[config.mk]
export PLATFORM = sky130hd
export DESIGN_NAME = sprite_row_fetch_and_fifo_merge_core
export DESIGN_NICKNAME = d
export VERILOG_FILES = /design/src/hdl/srfm_pkg.sv /design/src/hdl/srfm_fetch.sv /design/src/hdl/srfm_lane.sv /design/src/hdl/srfm_fifo.sv /design/src/hdl/sprite_row_fetch_and_fifo_merge_core.sv
export VERILOG_INCLUDE_DIRS = /design/src /design/src/hdl
export SDC_FILE = /design/constraint.sdc
export NUM_CORES = 1
export LEC_CHECK = 0
export BUFFER_PORTS_ARGS = -buffer_cell sky130_fd_sc_hd__buf_2
export CAP_MARGIN = 20
export CELL_PAD_IN_SITES_DETAIL_PLACEMENT = 1
export CELL_PAD_IN_SITES_GLOBAL_PLACEMENT = 2
export CORE_MARGIN = 5
export CORE_UTILIZATION = 43
export CTS_CLUSTER_SIZE = 30
export DETAILED_ROUTE_END_ITERATION = 12
export PLACE_DENSITY = 0.91
export SYNTH_ARGS = -nofsm -noshare
export SYNTH_HDL_FRONTEND = slang
export SYNTH_SLANG_ARGS = --single-unit
[constraint.sdc]
create_clock -name aclk -period 14.5 [get_ports aclk]
set_clock_uncertainty 0.15 [all_clocks]
set_input_delay 0.725 -clock aclk [delete_from_list [all_inputs] [get_ports aclk]]
set_output_delay 0.725 -clock aclk [all_outputs]
set_load 0.02 [all_outputs]
[src/hdl/sprite_row_fetch_and_fifo_merge_core_defines.svh]
// assertion macros shared by the sprite fetch and merge rtl
// no dependencies; included by the files that carry assertions
`ifndef SPRITE_ROW_FETCH_AND_FIFO_MERGE_CORE_DEFINES_SVH
`define SPRITE_ROW_FETCH_AND_FIFO_MERGE_CORE_DEFINES_SVH

// same-cycle implication, checked outside reset
`define SRFM_ASSERT_IMP(label, clk, rst_n, ante, cons) \
    label: assert property (@(posedge clk) disable iff (!(rst_n)) (ante) |-> (cons)) \
        else $error("srfm assertion failed");

// next-cycle implication, checked outside reset
`define SRFM_ASSERT_NEXT(label, clk, rst_n, ante, cons) \
    label: assert property (@(posedge clk) disable iff (!(rst_n)) (ante) |=> (cons)) \
        else $error("srfm assertion failed");

`endif

[src/hdl/srfm_pkg.sv]
// types, codes and constants for the sprite row fetch and pixel fifo merge
// no dependencies; used by every module of the block
`timescale 1ns / 1ps

package srfm_pkg;

    localparam int FIFO_DEPTH = 8;
    localparam int S_TDATA_W  = 64;
    localparam int M_TDATA_W  = 40;
    localparam int X_OFFSET   = 8;
    localparam int X_RANK_MAX = 175;

    typedef enum logic [1:0] {
        OP_FETCH = 2'd0,
        OP_MERGE = 2'd1,
        OP_POP   = 2'd2,
        OP_CLEAR = 2'd3
    } op_t;

    typedef enum logic [0:0] {
        REG_COLOR_MODE   = 1'b0,
        REG_TALL_SPRITES = 1'b1
    } reg_idx_t;

    typedef struct packed {
        logic color_mode;
        logic tall_sprites;
    } cfg_t;

    typedef struct packed {
        logic [1:0]  color;
        logic [2:0]  palette;
        logic [16:0] rank;
        logic        filler;
    } pixel_t;

    // attributes latched by a fetch
    typedef struct packed {
        logic [8:0] sx;
        logic [5:0] idx;
        logic [2:0] pal;
        logic       behind;
        logic       fx;
    } sprite_t;

    // shared by all lanes during a merge
    typedef struct packed {
        logic [7:0]  rx;
        logic [8:0]  sx;
        logic [7:0]  lo;
        logic [7:0]  hi;
        logic        fx;
        logic [2:0]  pal;
        logic [15:0] rank_mag;
        logic [16:0] rank_stored;
    } merge_ctx_t;

endpackage

[src/hdl/srfm_fetch.sv]
// row address generation and sprite attribute latch
// depends on srfm_pkg
`timescale 1ns / 1ps

module srfm_fetch (
    input  logic                aclk,
    input  logic                aresetn,
    input  logic                load,
    input  srfm_pkg::cfg_t      cfg,
    input  logic [7:0]          tile_id,
    input  logic signed [8:0]   sprite_y,
    input  logic signed [8:0]   sprite_x,
    input  logic [5:0]          obj_index,
    input  logic                flip_x,
    input  logic                flip_y,
    input  logic                behind_bg,
    input  logic [2:0]          palette,
    input  logic                vram_bank,
    input  logic [7:0]          line,
    output logic [11:0]         address,
    output logic                bank,
    output srfm_pkg::sprite_t   sprite
);

    srfm_pkg::sprite_t sprite_reg, sprite_next;
    logic [3:0] diff;
    logic [3:0] row;

    // row within the sprite, wrapped to the sprite height
    always_comb begin
        diff = line[3:0] - sprite_y[3:0];
        if (cfg.tall_sprites) begin
            row = flip_y ? ~diff : diff;
        end else begin
            row = {1'b0, flip_y ? ~diff[2:0] : diff[2:0]};
        end
    end

    // sixteen bytes per tile, two per row; tall sprites pick the tile by row bit 3
    assign address = {tile_id[7:1], cfg.tall_sprites ? row[3] : tile_id[0], row[2:0], 1'b0};
    assign bank    = cfg.color_mode & vram_bank;

    always_comb begin
        sprite_next = sprite_reg;
        if (load) begin
            sprite_next.sx     = sprite_x;
            sprite_next.idx    = obj_index;
            sprite_next.pal    = palette;
            sprite_next.behind = behind_bg;
            sprite_next.fx     = flip_x;
        end
    end

    always_ff @(posedge aclk) begin
        if (!aresetn) begin
            sprite_reg <= '0;
        end else begin
            sprite_reg <= sprite_next;
        end
    end

    assign sprite = sprite_reg;

endmodule

[src/hdl/srfm_lane.sv]
// one fifo slot of the merge: picks its sprite pixel and decides replacement
// depends on srfm_pkg
`timescale 1ns / 1ps

module srfm_lane #(
    parameter int LANE_IDX = 0
) (
    input  srfm_pkg::merge_ctx_t ctx,
    input  srfm_pkg::pixel_t     old_px,
    output srfm_pkg::pixel_t     new_px
);

    logic [10:0] px;
    logic        in_range;
    logic [2:0]  bit_sel;
    logic [1:0]  col;
    logic [16:0] old_mag;
    logic        take;

    always_comb begin
        // sprite column that lands on this slot
        px       = 11'(LANE_IDX) + {3'b000, ctx.rx} - {{2{ctx.sx[8]}}, ctx.sx};
        in_range = (px[10:3] == 8'd0);
        bit_sel  = ctx.fx ? px[2:0] : ~px[2:0];
        col      = {ctx.hi[bit_sel], ctx.lo[bit_sel]};
        old_mag  = old_px.rank[16] ? ~old_px.rank : old_px.rank;
        take     = in_range && (col != 2'd0) &&
                   ((old_px.color == 2'd0) || ({1'b0, ctx.rank_mag} < old_mag));
        new_px   = old_px;
        if (take) begin
            new_px.color   = col;
            new_px.palette = ctx.pal;
            new_px.rank    = ctx.rank_stored;
            new_px.filler  = 1'b0;
        end
    end

endmodule

[src/hdl/srfm_fifo.sv]
// object pixel fifo: slot storage, padding, parallel merge lanes, pop and clear
// depends on srfm_pkg, srfm_lane and the assertion macro header
`timescale 1ns / 1ps
`include "sprite_row_fetch_and_fifo_merge_core_defines.svh"

module srfm_fifo #(
    parameter int FIFO_DEPTH = srfm_pkg::FIFO_DEPTH
) (
    input  logic                aclk,
    input  logic                aresetn,
    input  logic                accept,
    input  srfm_pkg::op_t       op,
    input  logic                color_mode,
    input  srfm_pkg::sprite_t   sprite,
    input  logic [7:0]          rx,
    input  logic [15:0]         tile_data,
    output logic                pop_valid,
    output srfm_pkg::pixel_t    pop_px
);

    localparam int CNT_W = $clog2(FIFO_DEPTH + 1);

    srfm_pkg::pixel_t slot_reg [FIFO_DEPTH];
    srfm_pkg::pixel_t slot_next [FIFO_DEPTH];
    srfm_pkg::pixel_t padded [FIFO_DEPTH];
    srfm_pkg::pixel_t merged [FIFO_DEPTH];
    logic [CNT_W-1:0] count_reg, count_next;

    srfm_pkg::merge_ctx_t ctx;
    logic signed [9:0] xp;
    logic [7:0]        xp_clamped;
    logic [15:0]       rank;

    // rank: oam index in colour mode, else clamped x+8 above the index
    always_comb begin
        xp = {sprite.sx[8], sprite.sx} + 10'(srfm_pkg::X_OFFSET);
        if (xp < 10'sd0) begin
            xp_clamped = 8'd0;
        end else if (xp > 10'(srfm_pkg::X_RANK_MAX)) begin
            xp_clamped = 8'(srfm_pkg::X_RANK_MAX);
        end else begin
            xp_clamped = xp[7:0];
        end
        rank = color_mode ? {10'd0, sprite.idx} : {xp_clamped, 2'b00, sprite.idx};
        ctx.rx          = rx;
        ctx.sx          = sprite.sx;
        ctx.lo          = tile_data[7:0];
        ctx.hi          = tile_data[15:8];
        ctx.fx          = sprite.fx;
        ctx.pal         = sprite.pal;
        ctx.rank_mag    = rank;
        ctx.rank_stored = sprite.behind ? ~{1'b0, rank} : {1'b0, rank};
    end

    for (genvar g = 0; g < FIFO_DEPTH; g++) begin : g_lane
        // slots past the fill level become transparent filler first
        always_comb begin
            if (CNT_W'(g) >= count_reg) begin
                padded[g] = '{color: 2'd0, palette: 3'd0, rank: 17'd0, filler: 1'b1};
            end else begin
                padded[g] = slot_reg[g];
            end
        end

        srfm_lane #(
            .LANE_IDX (g)
        ) u_lane (
            .ctx    (ctx),
            .old_px (padded[g]),
            .new_px (merged[g])
        );
    end

    always_comb begin
        slot_next  = slot_reg;
        count_next = count_reg;
        if (accept) begin
            unique case (op)
                srfm_pkg::OP_FETCH: begin
                end
                srfm_pkg::OP_MERGE: begin
                    slot_next  = merged;
                    count_next = CNT_W'(FIFO_DEPTH);
                end
                srfm_pkg::OP_POP: begin
                    if (count_reg != '0) begin
                        for (int i = 0; i < FIFO_DEPTH - 1; i++) begin
                            slot_next[i] = slot_reg[i+1];
                        end
                        slot_next[FIFO_DEPTH-1] = '0;
                        count_next = count_reg - CNT_W'(1);
                    end
                end
                srfm_pkg::OP_CLEAR: begin
                    for (int i = 0; i < FIFO_DEPTH; i++) begin
                        slot_next[i] = '0;
                    end
                    count_next = '0;
                end
                default: begin
                end
            endcase
        end
    end

    always_ff @(posedge aclk) begin
        if (!aresetn) begin
            count_reg <= '0;
        end else begin
            count_reg <= count_next;
        end
    end

    // slots at or above the fill level are never read before being padded
    always_ff @(posedge aclk) begin
        slot_reg <= slot_next;
    end

    assign pop_valid = (count_reg != '0);
    assign pop_px    = pop_valid ? slot_reg[0] : '0;

    `SRFM_ASSERT_NEXT(a_merge_fills, aclk, aresetn, accept && (op == srfm_pkg::OP_MERGE), count_reg == CNT_W'(FIFO_DEPTH))
    `SRFM_ASSERT_NEXT(a_clear_empties, aclk, aresetn, accept && (op == srfm_pkg::OP_CLEAR), count_reg == '0)
    `SRFM_ASSERT_NEXT(a_pop_decrements, aclk, aresetn, accept && (op == srfm_pkg::OP_POP) && (count_reg != '0), count_reg == $past(count_reg) - CNT_W'(1))

endmodule

[src/hdl/sprite_row_fetch_and_fifo_merge_core.sv]
// top level of the sprite row fetch and object pixel fifo merge
// depends on srfm_pkg, srfm_fetch, srfm_fifo and the assertion macro header
//
// channel   | direction | handshake                  | contents
// ----------+-----------+----------------------------+---------------------------------
// s_axis    | in        | tvalid / tready            | tuser opcode, tdata sprite fields
// m_axis    | out       | tvalid / tready            | tuser kind, tdata address/pixel
// cfg       | in        | cfg_wr_en, no back-pressure| cfg_addr register, cfg_wdata value
//
// every transfer on s_axis puts exactly one result on m_axis the cycle after
// a merge compares all eight fifo slots at once, one lane per slot, so one item per cycle
// the single output register sets the rate: a new item is taken whenever it is empty
// or being drained in the same cycle, so a stall on m_axis holds s_axis off directly
// reset (aresetn low, synchronous) empties the fifo, clears the latches and config
`timescale 1ns / 1ps
`include "sprite_row_fetch_and_fifo_merge_core_defines.svh"

module sprite_row_fetch_and_fifo_merge_core #(
    parameter int FIFO_DEPTH = srfm_pkg::FIFO_DEPTH
) (
    input  logic                            aclk,
    input  logic                            aresetn,
    // configuration writes
    input  logic                            cfg_wr_en,
    input  logic [0:0]                      cfg_addr,
    input  logic [0:0]                      cfg_wdata,
    // input items
    input  logic                            s_axis_tvalid,
    output logic                            s_axis_tready,
    // tile_id[7:0] sprite_y[16:8] sprite_x[25:17] obj_index[31:26] flip_x[32]
    // flip_y[33] behind_bg[34] palette[37:35] vram_bank[38] line_or_x[46:39]
    // tile_data[62:47], bit 63 zero
    input  logic [srfm_pkg::S_TDATA_W-1:0]  s_axis_tdata,
    // opcode[1:0]
    input  logic [1:0]                      s_axis_tuser,
    // result items
    output logic                            m_axis_tvalid,
    input  logic                            m_axis_tready,
    // address[11:0] bank[12] pixel_valid[13] pixel_color[15:14]
    // pixel_palette[18:16] pixel_rank[35:19] pixel_filler[36], bits 39:37 zero
    output logic [srfm_pkg::M_TDATA_W-1:0]  m_axis_tdata,
    // kind[1:0]
    output logic [1:0]                      m_axis_tuser
);

    // configuration registers
    srfm_pkg::cfg_t cfg_reg, cfg_next;

    // output register
    logic               m_valid_reg, m_valid_next;
    logic [1:0]         kind_reg, kind_next;
    logic [11:0]        address_reg, address_next;
    logic               bank_reg, bank_next;
    logic               pvalid_reg, pvalid_next;
    srfm_pkg::pixel_t   px_reg, px_next;

    // input field unpacking
    srfm_pkg::op_t      op;
    logic [7:0]         tile_id;
    logic signed [8:0]  sprite_y;
    logic signed [8:0]  sprite_x;
    logic [5:0]         obj_index;
    logic               flip_x;
    logic               flip_y;
    logic               behind_bg;
    logic [2:0]         palette;
    logic               vram_bank;
    logic [7:0]         line_or_x;
    logic [15:0]        tile_data;

    logic               s_xfer;
    logic [11:0]        fetch_address;
    logic               fetch_bank;
    srfm_pkg::sprite_t  sprite;
    logic               pop_valid;
    srfm_pkg::pixel_t   pop_px;

    assign op        = srfm_pkg::op_t'(s_axis_tuser);
    assign tile_id   = s_axis_tdata[7:0];
    assign sprite_y  = s_axis_tdata[16:8];
    assign sprite_x  = s_axis_tdata[25:17];
    assign obj_index = s_axis_tdata[31:26];
    assign flip_x    = s_axis_tdata[32];
    assign flip_y    = s_axis_tdata[33];
    assign behind_bg = s_axis_tdata[34];
    assign palette   = s_axis_tdata[37:35];
    assign vram_bank = s_axis_tdata[38];
    assign line_or_x = s_axis_tdata[46:39];
    assign tile_data = s_axis_tdata[62:47];

    // take a new item while the output register is empty or being drained
    assign s_axis_tready = !m_valid_reg || m_axis_tready;
    assign s_xfer        = s_axis_tvalid && s_axis_tready;

    // configuration writes, taken at any time the enable is high
    always_comb begin
        cfg_next = cfg_reg;
        if (cfg_wr_en) begin
            if (cfg_addr == srfm_pkg::REG_COLOR_MODE) begin
                cfg_next.color_mode = cfg_wdata[0];
            end
            if (cfg_addr == srfm_pkg::REG_TALL_SPRITES) begin
                cfg_next.tall_sprites = cfg_wdata[0];
            end
        end
    end

    // row address and attribute latch
    srfm_fetch u_fetch (
        .aclk      (aclk),
        .aresetn   (aresetn),
        .load      (s_xfer && (op == srfm_pkg::OP_FETCH)),
        .cfg       (cfg_reg),
        .tile_id   (tile_id),
        .sprite_y  (sprite_y),
        .sprite_x  (sprite_x),
        .obj_index (obj_index),
        .flip_x    (flip_x),
        .flip_y    (flip_y),
        .behind_bg (behind_bg),
        .palette   (palette),
        .vram_bank (vram_bank),
        .line      (line_or_x),
        .address   (fetch_address),
        .bank      (fetch_bank),
        .sprite    (sprite)
    );

    // pixel fifo with one merge lane per slot
    srfm_fifo #(
        .FIFO_DEPTH (FIFO_DEPTH)
    ) u_fifo (
        .aclk       (aclk),
        .aresetn    (aresetn),
        .accept     (s_xfer),
        .op         (op),
        .color_mode (cfg_reg.color_mode),
        .sprite     (sprite),
        .rx         (line_or_x),
        .tile_data  (tile_data),
        .pop_valid  (pop_valid),
        .pop_px     (pop_px)
    );

    // result assembly; fields not belonging to the opcode read as zero
    always_comb begin
        m_valid_next = m_valid_reg;
        kind_next    = kind_reg;
        address_next = address_reg;
        bank_next    = bank_reg;
        pvalid_next  = pvalid_reg;
        px_next      = px_reg;
        if (m_valid_reg && m_axis_tready) begin
            m_valid_next = 1'b0;
        end
        if (s_xfer) begin
            m_valid_next = 1'b1;
            kind_next    = s_axis_tuser;
            address_next = '0;
            bank_next    = 1'b0;
            pvalid_next  = 1'b0;
            px_next      = '0;
            unique case (op)
                srfm_pkg::OP_FETCH: begin
                    address_next = fetch_address;
                    bank_next    = fetch_bank;
                end
                srfm_pkg::OP_POP: begin
                    pvalid_next = pop_valid;
                    px_next     = pop_px;
                end
                srfm_pkg::OP_MERGE, srfm_pkg::OP_CLEAR: begin
                end
                default: begin
                end
            endcase
        end
    end

    // control state
    always_ff @(posedge aclk) begin
        if (!aresetn) begin
            cfg_reg     <= '0;
            m_valid_reg <= 1'b0;
        end else begin
            cfg_reg     <= cfg_next;
            m_valid_reg <= m_valid_next;
        end
    end

    // result payload
    always_ff @(posedge aclk) begin
        kind_reg    <= kind_next;
        address_reg <= address_next;
        bank_reg    <= bank_next;
        pvalid_reg  <= pvalid_next;
        px_reg      <= px_next;
    end

    assign m_axis_tvalid = m_valid_reg;
    assign m_axis_tuser  = kind_reg;
    assign m_axis_tdata  = {3'b000, px_reg.filler, px_reg.rank, px_reg.palette,
                            px_reg.color, pvalid_reg, bank_reg, address_reg};

    `SRFM_ASSERT_NEXT(a_xfer_yields_result, aclk, aresetn, s_xfer, m_valid_reg)
    `SRFM_ASSERT_NEXT(a_kind_follows_opcode, aclk, aresetn, s_xfer, kind_reg == $past(s_axis_tuser))
    `SRFM_ASSERT_IMP(a_pixel_only_on_pop, aclk, aresetn, m_valid_reg && (kind_reg != srfm_pkg::OP_POP), !pvalid_reg && (px_reg == '0))

endmodule

Yosys cells after proc, flatten, opt, wreduce, memory -nomap -nowiden
Index checks and enable logic that the tools add are counted.
{"block": "totals", "out_inout_bits": 44, "word_cells": 274, "inputBits": 73, "regBits": 250}
{"block": "op_classes", "order_cmp": 26, "n_mux": 78, "add_sub_neg": 18, "bitwise_logic": 21, "n_reduce_logical": 69, "eq_ne": 12}
{"operator": "$pmux W184 S3", "count": 1}
{"operator": "$mux W23", "count": 16}
{"operator": "$mux W184", "count": 1}
{"operator": "$mux W17", "count": 9}
{"operator": "$lt A16 B17 Y1", "count": 8}
{"operator": "$not A17 Y17", "count": 8}
{"operator": "$sub A10 B9 Y11", "count": 7}
{"operator": "$logic_not A8 Y1", "count": 8}
{"operator": "$bmux W1 S3", "count": 16}
{"operator": "$add A3 B8 Y9 const A", "count": 4}
{"operator": "$lt A3 B4 Y1 const B", "count": 8}
{"operator": "$reduce_and A4 Y1", "count": 8}
{"operator": "$mux W3", "count": 9}
{"operator": "$not A3 Y3", "count": 9}
{"operator": "$ne A3 B2 Y1 const B", "count": 8}
{"operator": "$logic_and A1 B1 Y1", "count": 19}
{"operator": "$mux W1", "count": 19}
{"operator": "$add A2 B8 Y9 const A", "count": 2}
{"operator": "$logic_not A2 Y1", "count": 9}
{"operator": "$reduce_bool A2 Y1", "count": 9}
{"operator": "$not A16 Y17", "count": 1}
{"operator": "$ge A3 B4 Y1 const A", "count": 4}
{"operator": "$mux W16", "count": 1}
{"operator": "$mux W8", "count": 2}
{"operator": "other kinds (23)", "count": 38}

Depth between registers and ports, before layout
Gate-level depths: netlist of the first run.
{"block": "depth", "ltp_word": 11, "depth_mapped": 19, "ltp_nobuf": 16}

By module
From an unflattened synthesis of the first run, not the netlist that was laid out.
{"block": "hier_totals", "hier_cells": 2783, "hier_area_um2": 26272.7}
{"module": "srfm_fifo", "n_inst": 1, "area_per_inst_um2": 10279.9, "cells_per_inst": 1087, "seq_area_each_um2": 5605.4}
{"module": "srfm_lane at u_fifo.g_lane[1].u_lane", "n_inst": 1, "area_per_inst_um2": 1767.9, "cells_per_inst": 187, "seq_area_each_um2": 0.0}
{"module": "srfm_lane at u_fifo.g_lane[2].u_lane", "n_inst": 1, "area_per_inst_um2": 1760.4, "cells_per_inst": 214, "seq_area_each_um2": 0.0}
{"module": "srfm_lane at u_fifo.g_lane[3].u_lane", "n_inst": 1, "area_per_inst_um2": 1744.2, "cells_per_inst": 196, "seq_area_each_um2": 0.0}
{"module": "srfm_lane at u_fifo.g_lane[7].u_lane", "n_inst": 1, "area_per_inst_um2": 1714.1, "cells_per_inst": 196, "seq_area_each_um2": 0.0}
{"module": "srfm_lane at u_fifo.g_lane[6].u_lane", "n_inst": 1, "area_per_inst_um2": 1675.4, "cells_per_inst": 177, "seq_area_each_um2": 0.0}
{"module": "sprite_row_fetch_and_fifo_merge_core", "n_inst": 1, "area_per_inst_um2": 1644.1, "cells_per_inst": 102, "seq_area_each_um2": 1231.2}
{"module": "srfm_lane at u_fifo.g_lane[5].u_lane", "n_inst": 1, "area_per_inst_um2": 1632.8, "cells_per_inst": 191, "seq_area_each_um2": 0.0}
{"module": "srfm_lane at u_fifo.g_lane[4].u_lane", "n_inst": 1, "area_per_inst_um2": 1627.8, "cells_per_inst": 179, "seq_area_each_um2": 0.0}
{"module": "srfm_lane at u_fifo.g_lane[0].u_lane", "n_inst": 1, "area_per_inst_um2": 1447.6, "cells_per_inst": 161, "seq_area_each_um2": 0.0}
{"module": "srfm_fetch", "n_inst": 1, "area_per_inst_um2": 978.4, "cells_per_inst": 93, "seq_area_each_um2": 400.4}

Least setup slack after synthesis of the first run
OpenSTA, ideal clock, no wires.
{"block": "synth_path", "path_kind": "input port to flip-flop", "startpoint": "in m_axis_tready", "endpoint": "reg u_fifo.count_reg[2]", "t_required_ns": 14.235, "n_path_buf": 0, "arrival_ns": 5.810, "slack_ns": 8.425, "path_stages": 8, "setup_ns": 0.115, "path_cell_list": "nand2b_1 -> nand2_1 -> inv_1 -> nand2b_1 -> inv_1 -> nand2_1 -> xnor2_1 -> and3_1"}
{"block": "synth_between", "elab_chain_cells": 3}
{"element": "start, declared", "line": "sprite_row_fetch_and_fifo_merge_core.sv:38", "rtl": "input logic m_axis_tready,"}
{"element": "$logic_or A1 B1 Y1", "line": "sprite_row_fetch_and_fifo_merge_core.sv:92", "rtl": "assign s_axis_tready = !m_valid_reg || m_axis_tready;"}
{"element": "$logic_and A1 B1 Y1", "line": "sprite_row_fetch_and_fifo_merge_core.sv:93", "rtl": "assign s_xfer = s_axis_tvalid && s_axis_tready;"}
{"element": "$reduce_and A3 Y1 (no line)"}
{"element": "end signal, assigned", "line": "srfm_fifo.sv:110", "rtl": "count_reg <= count_next;"}
{"element": "end, declared", "line": "srfm_fifo.sv:27", "rtl": "logic [CNT_W-1:0] count_reg, count_next;"}
No other way between the ends.
A chain may end at the register's enable or synchronous reset.

Worst setup path in the final report of the first run
{"block": "layout_path", "startpoint": "in s_axis_tdata[42] in the netlist's numbering", "endpoint": "reg u_fifo.slot_reg[53] in the netlist's numbering, data pin"}
{"block": "layout_between", "elab_chain_cells": 7}
{"element": "start, declared", "line": "sprite_row_fetch_and_fifo_merge_core.sv:33", "rtl": "input logic [srfm_pkg::S_TDATA_W-1:0] s_axis_tdata,"}
{"element": "$add A3 B8 Y9", "line": "srfm_lane.sv:22", "rtl": "px = 11'(LANE_IDX) + {3'b000, ctx.rx} - {{2{ctx.sx[8]}}, ctx.sx};"}
{"element": "$sub A10 B9 Y11", "line": "srfm_lane.sv:22"}
{"element": "$logic_not A8 Y1", "line": "srfm_lane.sv:23", "rtl": "in_range = (px[10:3] == 8'd0);"}
{"element": "$logic_and A1 B1 Y1 (2 in series)", "line": "srfm_lane.sv:27", "rtl": "take = in_range && (col != 2'd0) &&"}
{"element": "$mux W23", "line": "srfm_lane.sv:30", "rtl": "if (take) begin"}
{"element": "$pmux W184 S3", "line": "srfm_fifo.sv:78", "rtl": "unique case (op)"}
{"element": "end signal, assigned", "line": "srfm_fifo.sv:116", "rtl": "slot_reg <= slot_next;"}
{"element": "end, declared", "line": "srfm_fifo.sv:23", "rtl": "srfm_pkg::pixel_t slot_reg [FIFO_DEPTH];"}
No other way between the ends.

==> impl_metrics.py, run 1 <==
metrics = {
    "status": {
        "status": "complete, no violations",
    },
    "route": {
        "antenna_left": 0,
        "wl_met3_um": 3707,
        "drt_pass1_iterations": 5,
        "routed_via_density": 6.246,
        "routed.top_layer": "met4",
        "vias": 17827,
        "wire_per_inst_um": 24.72,
        "m1WireLength_um": 29100,
        "drt_iter0_drc": 1384,
        "wl_met2_um": 35050,
        "finalWirelength_um": 70560,
        "drc_errors": 0,
    },
    "synthesis": {
        "synthesis.area_um2": 20330,
        "synth_common_cells": "nand2_1, edfxtp_1, ha_1, nor2_1, xor2_1",
        "yosysTopAreaCell": "edfxtp_1",
        "ys_seq_area_share_pct": 35.46,
        "ys_seq_elements": 249,
        "synthCells": 2172,
        "synth_ff_type": "edfxtp_1",
        "yosysWarnings": 0,
        "synth-edff-count": 222,
        "synth_area_leaders": "edfxtp_1, ha_1, xor2_1",
        "yosysTopAreaCellShare_pct": 32.80,
        "avgSynthCellArea_um2": 9.358,
        "synth_cell_types": 83,
        "synth.most_common_cell": "nand2_1",
        "async_flop_share_pct": 0,
    },
    "pwr": {
        "power_frac_seq_pct": 39.3,
        "vdd_drop_max_v": 0.00007885,
        "power.internal_w": 0.001527,
        "clkPwrFrac_pct": 33.4,
        "sw_frac_of_total_pct": 32.51,
        "p_sw_w": 0.0007354,
        "total_power_w": 0.002262,
        "power.density_nw_per_um2": 100.7,
        "comb_power_share_pct": 27.3,
        "p_leak_nw": 9.005,
    },
    "job": {
        "cap_violations": 0,
    },
    "global_routing": {
        "antenna_found_initial": 0,
        "grt_pass1_vias": 18472,
        "grt_pass1_wl_um": 108800,
        "grt_overflow": 0,
        "grt_max_degree": 102,
        "grt_usage_pct": 26.66,
    },
    "clocking": {
        "clk_latency_ns": 0.57,
        "clk_pin_slew_ns": 0.06,
        "cts_resized": 0,
        "h-tree-depth": 1,
        "root_buffer": "clkbuf_16",
        "post_cts_buffers": 0,
        "cts_buffers": 28,
        "cts_hold_buf": 0,
        "cts_tree": "done",
        "clk_path_buf_depth": 3,
        "cts.sinks": 249,
    },
    "timing": {
        "fin_crit_sh_pct": 39.43,
        "fin_crit_ns": 5.718,
        "tightest_slew_ns": 1.157,
        "hold_viol": 0,
        "setup-violations-final": 0,
        "rsz0062_at_grt": "false",
        "relSlewSlack_pct": 22.61,
        "setup_slack_ns": 8.782,
        "fin_tns_setup_ns": 0,
        "drv_slew": 0,
        "timing.fmax_ghz": 0.1749,
    },
    "die": {
        "die_h_um": 227.4,
        "fp.coreArea_um2": 46650,
        "initial_core_util_pct": 43.57,
        "die-area_um2": 51720,
        "die_w_um": 227.4,
        "ios": 117,
        "rows": 79,
    },
    "critical_path": {
        "critical-path-top-delay-family": "compound AO/OA/AOI/OAI gates",
        "path_cells": "buf_2 > ha_1 > a21oi_1 > xnor2_1 > ha_1 > nand3_1 > a21boi_1 > a31oi_1 > or4_1 > a211o_1 > a2111oi_1 > buf_4 > a21boi_2 > buf_4 > nor3_4 > a221o_1",
        "end_kind": "flop",
        "criticalPathCategory": "in2reg",
        "cp_max_fo": 19,
        "crit_required_ns": 14.65,
        "crit_slowest_cell": "ha_1",
        "path_buf_inv": 3,
        "cp-start-kind": "input pin",
        "max_stage_delay_ns": 0.58,
        "arrival_ns": 5.87,
    },
    "place": {
        "io_buffers": 106,
        "place.gp.congestion": 0.9333,
        "placed_area_um2": 21470,
        "dp_hpwl_um": 51230,
        "post-place-ws_ns": 8.224,
    },
    "final_layout": {
        "syn_to_final_growth_pct": 10.48,
        "fin_area_um2": 22460,
        "num_antenna_cells": 0,
        "drive_gt1_share_pct": 10.59,
        "fin_nets": 2487,
        "largest_reg_flops": 184,
    },
    "worst_hold_path": {
        "hold_path.class": "in2reg",
    },
}
power groups by stage:
stage / registers [W] / clock network, W / logic (W)
final: 0.000889 / 0.000755 / 0.000618
after global routing: 0.000892 / 0.000790 / 0.000674
after CTS: 0.000888 / 0.000759 / 0.000611
after detailed placement: 0.000903 / 0 / 0.000607
after global placement: 0.000900 / 0 / 0.000578
after floorplan: 0.000887 / 0 / 0.000430
area by class of cell:
cell class	count	area (um2)
multi-input combinational	1739	12440
sequential	249	7207
clock buffer	34	733.2
timing repair buffer	148	869.6
fill	5381	24200
clock inverter	16	214.0
tap	607	759.5
inverter	61	234.0
tightest hold or removal path: cells and delay by family:
| kind | cells | cell delay, ns |
|---|---|---|
| buffers and inverters | 1 | 0.10 |
| AOI/OAI and AO/OA | 1 | 0.06 |
| and+or+nand+nor | 1 | 0.04 |
final timing paths:
path,to,cells past startpoint,slack (ns),from
worst max-delay path,u_fifo.slot_reg[53],16,8.78,s_axis_tdata[42]
worst min-delay path,u_fetch.sprite[18],3,0.26,s_axis_tdata[24]
worst max register to register,u_fifo.slot_reg[53],14,8.90,u_fifo.count_reg[2]
worst min register to register,u_fetch.sprite[3],2,0.34,u_fetch.sprite[3]
through the flow:
step	util, %	instances	hold WS, ns
final	48.13	2854	0.2551
after global routing	48.13	2854	0.2613
after CTS	48.06	2852	0.2337
after detailed placement	46.03	2802	0.3230
after global placement	46.00	2801	0.3067
after floorplan	-	2175	0.2934
cell usage in the layout, fill, tap and decap left out, types with 28 or more instances in the layout:
master / synthesis / layout
a21o_1: 42 / 42
a21oi_1: 76 / 76
a221o_1: 76 / 76
a22o_1: 36 / 36
and2_1: 41 / 41
buf_2: 8 / 106
buf_4: 8 / 40
clkbuf_16: 0 / 28
edfxtp_1: 222 / 222
ha_1: 182 / 182
inv_1: 58 / 57
nand2_1: 316 / 316
nand2b_1: 29 / 29
nand3_1: 76 / 76
nor2_1: 156 / 154
nor3_1: 31 / 29
o211ai_1: 36 / 36
o21ai_0: 53 / 53
xnor2_1: 65 / 65
xor2_1: 139 / 139
per-layer routing:
metal	GRT usage (%)	up-vias
met2	47.21	547
met5	0	-
met4	9.568	0
met1	33.83	8998
met3	2.863	143
li1	-	8139
kinds of logic after synthesis:
logic type	Yosys count	share of synthesized area [%]
AND/OR/NAND/NOR	764	17.34
flip-flops	249	35.46
AO/OA/AOI/OAI	536	19.74
multiplexers	38	2.862
adder cells (fa/ha/maj)	191	11.89
XOR/XNOR	206	9.006
other	1	0.01845
buffers and inverters	187	3.687
(Power assumes the default switching activity.)
==> inputs of run 2 (changes only) <==
Settings changed: CORE_UTILIZATION 43 to 36, PLACE_DENSITY 0.91 to 0.81.
Clock period 14.5 ns to 4.72 ns, I/O delays scaled along.
==> run 2 against run 1 <==
  * Wire length grew 4.3%
  * Combinational power rose to 3.3 times the previous value
  * Critical path depth up 2
  * Sequential cell count unchanged
  * Total power increased to 3.1 times the previous value
  * Highest routed layer unchanged
  * Die area rose by 19%
  * Global-route usage is 3.3 points lower
  * Hold slack got worse by 0.20 ns
==> impl_metrics.py, run 2 (synthesized netlist as in run 1, its figures left out) <==
metrics = {
    "global_routing": {
        "grt_usage_pct": 23.38,
        "use_met1_pct": 28.91,
        "grt_overflow": 0,
        "grt_pass1_vias": 19032,
        "antenna_found_initial": 6,
        "global_route.usage.met3_pct": 2.165,
        "top_usage_layer": "met2",
        "grt_max_degree": 162,
        "grt_pass1_wl_um": 112800,
        "met2_usage_pct": 42.06,
    },
    "clocking": {
        "cts_buffers": 29,
        "clk_pin_slew_ns": 0.06,
        "clk_path_buf_depth": 3,
        "cts.sinks": 249,
        "clk_latency_ns": 0.58,
        "cts_tree": "done",
        "h-tree-depth": 1,
        "root_buffer": "clkbuf_16",
    },
    "critical_path": {
        "cp-start-kind": "flop",
        "end_kind": "flop",
        "path_cells": "ha_1 > and3_1 > xnor2_1 > o21ai_2 > and2_4 > a21oi_1 > buf_4 > ha_1 > o211ai_1 > a31oi_1 > a221o_1 > maj3_1 > o21ai_2 > buf_4 > nand4b_1 > buf_12 > and2_1 > a221o_1",
        "cp_max_fo": 8,
        "reg2reg_from": "u_fetch.sprite[15]",
        "startpoint": "u_fetch.sprite[15]",
        "max_stage_delay_ns": 0.37,
        "arrival_ns": 4.77,
        "path_buf_inv": 3,
        "critical-path-top-delay-family": "compound AO/OA/AOI/OAI gates",
        "criticalPathCategory": "reg2reg",
        "crit_required_ns": 4.89,
        "crit_slowest_cell": "a221o_1",
    },
    "final_layout": {
        "final_common_cell": "nand2_1",
        "final_util_pct": 42.78,
        "final_cell_mix": "nand2_1, edfxtp_1, ha_1",
        "fin_nets": 2626,
        "fin_area_um2": 24030,
        "drive_gt1_share_pct": 13.78,
        "largest_reg_flops": 184,
        "syn_to_final_growth_pct": 18.21,
    },
    "timing": {
        "setup-violations-final": 0,
        "fin_tns_setup_ns": 0,
        "holdWs_ns": 0.05558,
        "relSlewSlack_pct": 34.95,
        "hold_viol": 0,
        "timing.fmax_ghz": 0.2175,
        "fin_crit_ns": 4.597,
        "tightest_slew_ns": 0.9722,
        "fin_crit_sh_pct": 97.39,
        "drv_slew": 0,
    },
    "route": {
        "finalWirelength_um": 73620,
        "drc_errors": 0,
        "drt_iter0_drc": 1220,
        "wire_per_inst_um": 23.37,
        "drt_pass1_iterations": 5,
        "vias": 18149,
        "routed_via_density": 5.762,
        "antenna_left": 0,
    },
    "pwr": {
        "total_power_w": 0.007022,
        "power.density_nw_per_um2": 292.3,
        "vdd_drop_max_v": 0.0002516,
        "p_leak_nw": 9.725,
    },
    "place": {
        "dp_hpwl_um": 55210,
        "placed_area_um2": 22330,
        "place.gp.congestion": 0.8724,
        "io_buffers": 106,
    },
    "die": {
        "die_h_um": 247.6,
        "initial_core_util_pct": 36.19,
        "rows": 87,
        "die-area_um2": 61310,
        "fp.coreArea_um2": 56170,
        "die_w_um": 247.6,
        "ios": 117,
    },
    "worst_hold_path": {
        "hold_path.class": "in2reg",
        "min_from": "s_axis_tdata[9]",
    },
    "job": {
        "cap_violations": 0,
    },
    "status": {
        "status": "complete, no violations",
    },
}
-- run 2: worst paths after layout --
check                          to  slack (ns)  cells after the start
max          u_fifo.slot_reg[146]        0.12                     18
min                address_reg[2]        0.06                      4
max reg2reg  u_fifo.slot_reg[146]        0.12                     18
min reg2reg   u_fifo.slot_reg[69]        0.38                      2
-- run 2: what timing repair did --
action | CTS | global route
cloned | 0 | 1
buffers inserted | 0 | 4
resized for setup | 4 | 18
hold endpoints to repair | 39 | 0
endpoints found under the setup margin | 25 | 148
pin swaps | 0 | 2
hold buffers | 60 | 0
-- run 2: where the power goes --
part / leakage (nW) / internal (W) / switching [W]
sequential: 2.38 / 0.00257 / 0.000143
clock: 0.447 / 0.00129 / 0.000971
combinational: 6.90 / 0.000839 / 0.00121
-- run 2: layer usage --
layer,vias to the layer above,part of all wire [%]
li1,8427,-
met2,414,50
met3,154,3.9
met5,-,0
met1,9154,42
met4,0,4.2
-- run 2: metrics by stage --
stage | std cells | setup WS, ns
after global routing | 3150 | -0.05621
after detailed placement | 3025 | -0.1138
after CTS | 3137 | -0.01272
final | 3150 | 0.1232
after floorplan | 2175 | 0.1361
after global placement | 3023 | -0.03841
-- run 2: worst min-delay path, delay by kind of cell --
family	cells	cell delay (ns)
XOR/XNOR	1	0.06
AND/OR/NAND/NOR	1	0.08
buffers and inverters	1	0.11
adder cells (fa/ha/maj)	1	0.18
-- run 2: cell type report --
type	count	area (um2)
Antenna cell	7	17.52
Clock buffer	35	748.2
Clock inverter	17	167.7
Fill cell	6519	32140
Inverter	61	236.5
Multi-Input combinational cell	1739	12520
Sequential cell	249	7207
Tap cell	756	945.9
Timing Repair Buffer	286	2186
